[config.mk]
export PLATFORM = sky130hd
export DESIGN_NAME = linear_fade_envelope
export DESIGN_NICKNAME = d
export VERILOG_FILES = /design/src/sv/lfe_pkg.sv /design/src/sv/lfe_div.sv /design/src/sv/lfe_mult.sv /design/src/sv/linear_fade_envelope.sv
export SDC_FILE = /design/constraint.sdc
export NUM_CORES = 2
export LEC_CHECK = 0
export ABC_AREA = 1
export CAP_MARGIN = 30
export CORE_MARGIN = 1
export CORE_UTILIZATION = 68
export CTS_BUF_LIST = sky130_fd_sc_hd__clkbuf_4 sky130_fd_sc_hd__clkbuf_8
export CTS_CLUSTER_SIZE = 14
export DETAILED_ROUTE_END_ITERATION = 10
export DONT_BUFFER_PORTS = 1
export GPL_TIMING_DRIVEN = 1
export PLACE_DENSITY_LB_ADDON = 0.1
export SLEW_MARGIN = 0
export SYNTH_ARGS = -nofsm -noshare
export SYNTH_HDL_FRONTEND = slang
export SYNTH_SLANG_ARGS = --single-unit
[constraint.sdc]
create_clock -name aclk -period 7.55 [get_ports aclk]
set_input_delay 0 -clock aclk [delete_from_list [all_inputs] [get_ports aclk]]
set_output_delay 0 -clock aclk [all_outputs]
set_load 0.1 [all_outputs]
[src/sv/lfe_pkg.sv]
package lfe_pkg;

    localparam int SAMPLE_BITS_DEF = 24;
    localparam int LENGTH_BITS_DEF = 24;
    localparam int GAIN_FRAC       = 16;
    localparam int GAIN_W          = GAIN_FRAC + 1;
    localparam int CFG_ADDR_W      = 4;
    localparam int CFG_DATA_W      = 32;
    localparam int RESET_LENGTH    = 44100;

    localparam logic [GAIN_W-1:0] GAIN_ONE = GAIN_W'(1) << GAIN_FRAC;

    typedef enum logic [CFG_ADDR_W-3:0] {
        REG_LENGTH   = 2'd0,
        REG_FADE_IN  = 2'd1,
        REG_FADE_OUT = 2'd2
    } reg_idx_t;

    typedef struct packed {
        logic                 done;
        logic [GAIN_FRAC-1:0] quot;
    } div_resp_t;

    function automatic logic [GAIN_W-1:0] sat_frac(input logic [GAIN_W-1:0] f);
        return (f > GAIN_ONE) ? GAIN_ONE : f;
    endfunction

endpackage

[src/sv/lfe_div.sv]
module lfe_div
    import lfe_pkg::*;
#(
    parameter int WIDTH = LENGTH_BITS_DEF
) (
    input  logic             aclk,
    input  logic             aresetn,
    input  logic             start,
    input  logic [WIDTH-1:0] num,
    input  logic [WIDTH-1:0] den,
    output div_resp_t        resp
);

    localparam int CNT_W = $clog2(GAIN_FRAC);

    logic [WIDTH-1:0]     rem_reg;
    logic [WIDTH-1:0]     den_reg;
    logic [GAIN_FRAC-1:0] quot_reg;
    logic [CNT_W-1:0]     cnt_reg;
    logic                 busy_reg;
    logic                 done_reg;

    logic [WIDTH:0] shifted;
    logic [WIDTH:0] diff;
    logic           ge;

    // The numerator is always below the divisor, so the quotient fits in the gain fraction.
    assign shifted = {rem_reg, 1'b0};
    assign diff    = shifted - {1'b0, den_reg};
    assign ge      = (shifted >= {1'b0, den_reg});

    always_ff @(posedge aclk) begin
        if (!aresetn) begin
            busy_reg <= 1'b0;
            done_reg <= 1'b0;
            cnt_reg  <= '0;
        end else begin
            done_reg <= 1'b0;
            if (start) begin
                rem_reg  <= num;
                den_reg  <= den;
                busy_reg <= 1'b1;
                cnt_reg  <= CNT_W'(GAIN_FRAC - 1);
            end else if (busy_reg) begin
                rem_reg  <= ge ? diff[WIDTH-1:0] : shifted[WIDTH-1:0];
                quot_reg <= {quot_reg[GAIN_FRAC-2:0], ge};
                if (cnt_reg == '0) begin
                    busy_reg <= 1'b0;
                    done_reg <= 1'b1;
                end else begin
                    cnt_reg <= cnt_reg - 1'b1;
                end
            end
        end
    end

    assign resp.done = done_reg;
    assign resp.quot = quot_reg;

endmodule

[src/sv/lfe_mult.sv]
module lfe_mult
    import lfe_pkg::*;
#(
    parameter int AW = LENGTH_BITS_DEF + 1,
    parameter int BW = GAIN_W + 1
) (
    input  logic                    aclk,
    input  logic signed [AW-1:0]    a,
    input  logic signed [BW-1:0]    b,
    output logic signed [AW+BW-1:0] prod_reg
);

    always_ff @(posedge aclk) begin
        prod_reg <= (AW+BW)'(a) * (AW+BW)'(b);
    end

endmodule

[src/sv/linear_fade_envelope.sv]
// Channel   Ports                                   Direction
// config    psel penable pwrite paddr pwdata prdata  APB slave, pready tied high
// input     s_valid s_ready s_sample_in              beat in, one sample
// result    m_valid m_ready m_sample_out m_buffer_end beat out, one per sample
//
// One sample is worked on from one input beat to the next; its time is set by the shared
// serial divider, used once per gain, and the shared registered multiplier.
// The first sample of a buffer also passes through ST_LEN_A, ST_LEN_B and ST_LEN_C for the fade lengths.
// Reset is synchronous and active low; registers return to length 44100, no fades.
// A finished result waits in the output register while the next sample is taken.
module linear_fade_envelope
    import lfe_pkg::*;
#(
    parameter int SAMPLE_BITS = SAMPLE_BITS_DEF,
    parameter int LENGTH_BITS = LENGTH_BITS_DEF
) (
    input  logic                          aclk,
    input  logic                          aresetn,
    input  logic                          psel,
    input  logic                          penable,
    input  logic                          pwrite,
    input  logic [CFG_ADDR_W-1:0]         paddr,
    input  logic [CFG_DATA_W-1:0]         pwdata,
    output logic [CFG_DATA_W-1:0]         prdata,
    output logic                          pready,
    input  logic                          s_valid,
    output logic                          s_ready,
    input  logic signed [SAMPLE_BITS-1:0] s_sample_in,
    output logic                          m_valid,
    input  logic                          m_ready,
    output logic signed [SAMPLE_BITS-1:0] m_sample_out,
    output logic                          m_buffer_end
);

    localparam int MUL_A_W = ((SAMPLE_BITS > LENGTH_BITS) ? SAMPLE_BITS : LENGTH_BITS) + 1;
    localparam int MUL_B_W = GAIN_W + 1;
    localparam int PROD_W  = MUL_A_W + MUL_B_W;

    typedef enum logic [3:0] {
        ST_IDLE,
        ST_LEN_A,
        ST_LEN_B,
        ST_LEN_C,
        ST_CHK_IN,
        ST_DIV_IN,
        ST_MUL_IN,
        ST_CAP_IN,
        ST_CHK_OUT,
        ST_DIV_OUT,
        ST_MUL_OUT,
        ST_CAP_OUT,
        ST_DONE
    } state_t;

    state_t                  state_reg;
    logic [LENGTH_BITS-1:0]  len_reg;
    logic [GAIN_W-1:0]       fin_frac_reg;
    logic [GAIN_W-1:0]       fout_frac_reg;
    logic [LENGTH_BITS-1:0]  pos_reg;
    logic [LENGTH_BITS-1:0]  fin_len_reg;
    logic [LENGTH_BITS-1:0]  fout_len_reg;
    logic signed [SAMPLE_BITS-1:0] sample_reg;
    logic signed [SAMPLE_BITS-1:0] m_sample_reg;
    logic                    m_end_reg;
    logic                    m_valid_reg;

    logic                    cfg_wr;
    reg_idx_t                cfg_idx;
    logic [LENGTH_BITS-1:0]  eff_len;
    logic [LENGTH_BITS-1:0]  k_len;
    logic [LENGTH_BITS:0]    pos_inc;
    logic                    in_hit;
    logic                    out_hit;
    logic                    last;
    logic                    div_start;
    logic [LENGTH_BITS-1:0]  div_num;
    logic [LENGTH_BITS-1:0]  div_den;
    div_resp_t               div_resp;
    logic signed [MUL_A_W-1:0] mul_a;
    logic signed [MUL_B_W-1:0] mul_b;
    logic signed [PROD_W-1:0]  prod;

    assign cfg_wr  = psel & penable & pwrite;
    assign cfg_idx = reg_idx_t'(paddr[CFG_ADDR_W-1:2]);
    assign pready  = 1'b1;

    always_ff @(posedge aclk) begin
        if (!aresetn) begin
            len_reg       <= LENGTH_BITS'(RESET_LENGTH);
            fin_frac_reg  <= '0;
            fout_frac_reg <= '0;
        end else if (cfg_wr) begin
            unique case (cfg_idx)
                REG_LENGTH:   len_reg       <= pwdata[LENGTH_BITS-1:0];
                REG_FADE_IN:  fin_frac_reg  <= pwdata[GAIN_W-1:0];
                REG_FADE_OUT: fout_frac_reg <= pwdata[GAIN_W-1:0];
                default: ;
            endcase
        end
    end

    always_comb begin
        unique case (cfg_idx)
            REG_LENGTH:   prdata = CFG_DATA_W'(len_reg);
            REG_FADE_IN:  prdata = CFG_DATA_W'(fin_frac_reg);
            REG_FADE_OUT: prdata = CFG_DATA_W'(fout_frac_reg);
            default:      prdata = '0;
        endcase
    end

    assign eff_len = (len_reg == '0) ? LENGTH_BITS'(1) : len_reg;
    assign k_len   = eff_len - pos_reg;
    assign pos_inc = {1'b0, pos_reg} + 1'b1;
    assign in_hit  = (pos_reg < fin_len_reg);
    assign out_hit = (pos_reg < eff_len) && (k_len <= fout_len_reg);
    assign last    = (pos_inc >= {1'b0, eff_len});

    assign div_start = ((state_reg == ST_CHK_IN) && in_hit) ||
                       ((state_reg == ST_CHK_OUT) && out_hit);
    assign div_num   = (state_reg == ST_CHK_IN) ? pos_reg : (k_len - 1'b1);
    assign div_den   = (state_reg == ST_CHK_IN) ? fin_len_reg : fout_len_reg;

    always_comb begin
        unique case (state_reg)
            ST_LEN_A: begin
                mul_a = $signed(MUL_A_W'(eff_len));
                mul_b = $signed(MUL_B_W'(sat_frac(fin_frac_reg)));
            end
            ST_LEN_B: begin
                mul_a = $signed(MUL_A_W'(eff_len));
                mul_b = $signed(MUL_B_W'(sat_frac(fout_frac_reg)));
            end
            ST_MUL_IN, ST_MUL_OUT: begin
                mul_a = MUL_A_W'(sample_reg);
                mul_b = $signed(MUL_B_W'(div_resp.quot));
            end
            default: begin
                mul_a = '0;
                mul_b = '0;
            end
        endcase
    end

    lfe_div #(
        .WIDTH (LENGTH_BITS)
    ) u_div (
        .aclk    (aclk),
        .aresetn (aresetn),
        .start   (div_start),
        .num     (div_num),
        .den     (div_den),
        .resp    (div_resp)
    );

    lfe_mult #(
        .AW (MUL_A_W),
        .BW (MUL_B_W)
    ) u_mult (
        .aclk     (aclk),
        .a        (mul_a),
        .b        (mul_b),
        .prod_reg (prod)
    );

    always_ff @(posedge aclk) begin
        if (!aresetn) begin
            state_reg    <= ST_IDLE;
            pos_reg      <= '0;
            fin_len_reg  <= '0;
            fout_len_reg <= '0;
            m_valid_reg  <= 1'b0;
        end else begin
            if (m_valid_reg && m_ready && (state_reg != ST_DONE)) begin
                m_valid_reg <= 1'b0;
            end
            unique case (state_reg)
                ST_IDLE: begin
                    if (s_valid) begin
                        sample_reg <= s_sample_in;
                        state_reg  <= (pos_reg == '0) ? ST_LEN_A : ST_CHK_IN;
                    end
                end
                ST_LEN_A: state_reg <= ST_LEN_B;
                ST_LEN_B: begin
                    fin_len_reg <= prod[GAIN_FRAC +: LENGTH_BITS];
                    state_reg   <= ST_LEN_C;
                end
                ST_LEN_C: begin
                    fout_len_reg <= prod[GAIN_FRAC +: LENGTH_BITS];
                    state_reg    <= ST_CHK_IN;
                end
                ST_CHK_IN: state_reg <= in_hit ? ST_DIV_IN : ST_CHK_OUT;
                ST_DIV_IN: begin
                    if (div_resp.done) begin
                        state_reg <= ST_MUL_IN;
                    end
                end
                ST_MUL_IN: state_reg <= ST_CAP_IN;
                ST_CAP_IN: begin
                    sample_reg <= prod[GAIN_FRAC +: SAMPLE_BITS];
                    state_reg  <= ST_CHK_OUT;
                end
                ST_CHK_OUT: state_reg <= out_hit ? ST_DIV_OUT : ST_DONE;
                ST_DIV_OUT: begin
                    if (div_resp.done) begin
                        state_reg <= ST_MUL_OUT;
                    end
                end
                ST_MUL_OUT: state_reg <= ST_CAP_OUT;
                ST_CAP_OUT: begin
                    sample_reg <= prod[GAIN_FRAC +: SAMPLE_BITS];
                    state_reg  <= ST_DONE;
                end
                ST_DONE: begin
                    if (!m_valid_reg || m_ready) begin
                        m_sample_reg <= sample_reg;
                        m_end_reg    <= last;
                        m_valid_reg  <= 1'b1;
                        pos_reg      <= last ? '0 : pos_inc[LENGTH_BITS-1:0];
                        state_reg    <= ST_IDLE;
                    end
                end
                default: state_reg <= ST_IDLE;
            endcase
        end
    end

    assign s_ready      = (state_reg == ST_IDLE);
    assign m_valid      = m_valid_reg;
    assign m_sample_out = m_sample_reg;
    assign m_buffer_end = m_end_reg;

endmodule

==> flow_metrics.tcl <==
set metrics [dict create \
    die_x_um 221.0 \
    slowest_delay_ns 0.50 \
    ioPinCount 127 \
    outcome "complete, no violations" \
    relSlewSlack 0.2933 \
    cp_slowest_cell "fa_1" \
    startpoint "state_reg[2]" \
    max-vdd-ir-drop_uv 112.1 \
    drc_errors 0 \
    clock_path_buffers 3 \
    crit_type "reg2reg" \
    hold_violations 0 \
    grt_usage 0.4288 \
    drv_cap 0 \
    fin_crit_ns 7.247 \
    drtIter0Drc 2996 \
    finalCritPeriodShare 0.9599 \
    clk_latency_ns 0.64 \
    vias_per_cell 5.815 \
    netlist_area_mm2 0.03262 \
    grt_start_max_net_pins 113 \
    hp-start "pwdata[2]" \
    cts.sinks 278 \
    crit_top_cell "inv_1" \
    yosysWarnings 0 \
    finalWirelength_mm 103.3 \
    start_util 0.6948 \
    rsz0062_at_grt "false" \
    crit_required_ns 8.06 \
    leakagePower_nw 18.36 \
    ant_nets 0 \
    dp_slack_ns 0.3975 \
    dr.pass1.iters 7 \
    ys_seq_area_frac 0.2053 \
    synth_area_per_cell_um2 7.529 \
    drv_slew 0 \
    die_h_um 221.0 \
    grt.overflow.total 0 \
    cts.clk_slew.worst_paths_ns 0.07 \
    core_mm2 0.04695 \
    cts_made_buffers 46 \
    drive_gt1_frac 0.06981 \
    synth-seq-cells 278 \
    cts-root-buf "clkbuf_8" \
    endpoint_kind "flop" \
    reg2reg_from "state_reg[2]" \
    setup_violations 0 \
    dp_hpwl_mm 79.97 \
    max_freq_ghz 0.1380 \
    nets 5068 \
    arrival_ns 7.76 \
    grt_pass1_vias 29141 \
    gp_congestion 1.024 \
    crit_fanout 17 \
    setup_tns_ns 0 \
    synthCells 4333 \
    routedWlPerCell_um 20.49 \
    core.rowCount 79 \
    postSynth.asyncResetShare 0 \
    portBuffers 0 \
    worst_slack_ns 0.3028 \
    synth-main-ff-cell "dfxtp_1" \
    synth_edf_count 113 \
    htreeDepth 2 \
    vias 29308 \
    cts_tree "yes" \
    fin_skew_ns 0.05799 \
    dieArea_mm2 0.04886 \
    tightest_slew_ns 1.057 \
    area_growth_pct 8.879 \
    hp-class "in2reg" \
    post_cts_buffers 0 \
    p_per_area_mw_per_mm2 117.5 \
    antenna_found_initial 9 \
    start_kind "flop" \
    grt_pass1_wl_mm 160.5 \
    yosysUniqueCellTypes 52 \
]
-- cells by family after synthesis --
logic type | count (synthesis) | share of synthesized area
other | 2 | 0.0002302
DFF | 278 | 0.2053
xor gates and xnor gates | 93 | 0.02566
AOI/OAI and AO/OA | 582 | 0.09906
adders and majority gates | 613 | 0.3262
buffers and inverters | 1199 | 0.1425
and+or+nand+nor | 1566 | 0.2010
-- cells in the mapped netlist (2+ instances only) --
master    instances  area, um^2
nand2_1        1035        3885
inv_1          1009        3787
fa_1            396        7928
a21oi_1         240        1201
nor2_1          228       855.8
ha_1            217        2715
o21ai_0         203        1016
dfxtp_1         165        3303
edfxtp_1        113        3393
nand3_1         109       545.5
clkbuf_1        102       382.9
nand4_1          84       525.5
xor2_1           61       534.3
buf_2            50       250.2
o21ai_1          36       180.2
o211ai_1         29       217.7
xnor2_1          29       254.0
nor4_1           24       150.1
nor3_1           22       110.1
nor2_2           21       131.4
nand2_2          19       118.9
inv_2            18       67.56
o221ai_1         18       157.7
buf_4            10       75.07
nor2_4            9       101.4
a21o_1            6       45.04
a22oi_1           6       45.04
o21bai_1          6       45.04
a211oi_1          5       37.54
a31oi_1           5       31.28
buf_6             5       56.30
nor3_2            5       50.05
o21a_1            5       37.54
o31ai_2           5       62.56
clkinv_1          4       15.01
nand3_2           4       40.04
nand3b_1          4       30.03
o22ai_1           4       25.02
o31ai_1           4       30.03
xor2_2            3       48.80
a221oi_1          2       17.52
a32o_1            2       20.02
conb_1            2       7.510
-- report_power, final --
part	switching [mW]	internal (mW)
Clock	0.672	0.853
Sequential	0.0570	1.65
Combinational	0.695	0.247
Total	1.42	2.75
-- per-layer routing --
| layer | GRT usage | vias up | wire length, um |
|---|---|---|---|
| met1 | 0.5251 | 13731 | 37340 |
| met2 | 0.6972 | 1685 | 47080 |
| met3 | 0.07024 | 477 | 10210 |
| li1 | - | 13413 | - |
| met4 | 0.2996 | 2 | 8638 |
| met5 | 0 | - | 8 |
-- through the flow --
stage / total power [mW] / hold WS (ns) / std cells / util / instance area (um^2)
2_1_floorplan: 2.301 / 0.1304 / 4340 / - / 32650
3_3_place_gp: 2.586 / 0.1370 / 4871 / 0.7156 / 33600
3_5_place_dp: 2.598 / 0.1426 / 4880 / 0.7187 / 33740
4_1_cts: 4.127 / 0.02484 / 5032 / 0.7554 / 35470
5_1_grt: 4.301 / 0.09486 / 5039 / 0.7565 / 35520
6_report: 4.172 / 0.06719 / 5040 / 0.7565 / 35520
-- worst max-delay path, delay by kind of cell, from the launching register on --
family                     cells  cell delay, ns
DFF                            1            0.44
buffers and inverters         11            1.75
adders and majority gates      6            2.52
xor gates and xnor gates       1            0.16
and+or+nand+nor                8            1.06
AOI/OAI and AO/OA              7            1.18
-- what timing repair did --
action,CTS,global route
gates resized for setup,0,5
hold buffers,66,0
endpoints found under the setup margin,0,7
hold endpoints to repair,190,0
-- placed cells by master, fill, tap and decap left out, drive strengths merged, types with 2 or more instances in the layout --
master | synthesis | layout
buf | 66 | 103
dlygate4sd3 | 0 | 65
o21a | 5 | 5
clkbuf | 102 | 73
o221ai | 18 | 18
o22ai | 5 | 5
nor2 | 258 | 258
nand2 | 1054 | 1054
xor2 | 64 | 64
conb | 2 | 9
o31ai | 9 | 9
diode | 0 | 7
a32o | 2 | 2
nand3 | 113 | 113
nand3b | 4 | 4
xnor2 | 29 | 29
bufinv | 0 | 3
a221oi | 2 | 2
ha | 217 | 217
clkinv | 4 | 12
a21o | 6 | 6
o21bai | 6 | 6
o21ai | 239 | 239
a21oi | 241 | 241
a31oi | 5 | 5
edfxtp | 113 | 113
nor3 | 27 | 27
fa | 396 | 396
nand4 | 84 | 84
o211ai | 30 | 30
inv | 1027 | 1028
dfxtp | 165 | 165
nor4 | 24 | 24
a22oi | 6 | 6
a211oi | 6 | 6
-- path summary, 6_finish.rpt --
check	slack (ns)	endpoint	cells past startpoint
worst max register to register	0.30	u_mult.prod_reg[36]	33
worst min-delay path	0.07	len_reg[2]	3
worst max-delay path	0.30	u_mult.prod_reg[36]	33
worst min register to register	0.45	u_div.quot_reg[10]	0
-- final cells by class --
cell class / count / area [um^2]
Antenna cell: 7 / 17.52
Clock buffer: 73 / 885.9
Clock inverter: 13 / 157.7
Fill cell: 3625 / 11430
Inverter: 1031 / 3872
Multi-Input combinational cell: 2863 / 21510
Sequential cell: 278 / 6696
Tap cell: 607 / 759.5
Timing Repair Buffer: 168 / 1622
(Power assumes the default switching activity.)
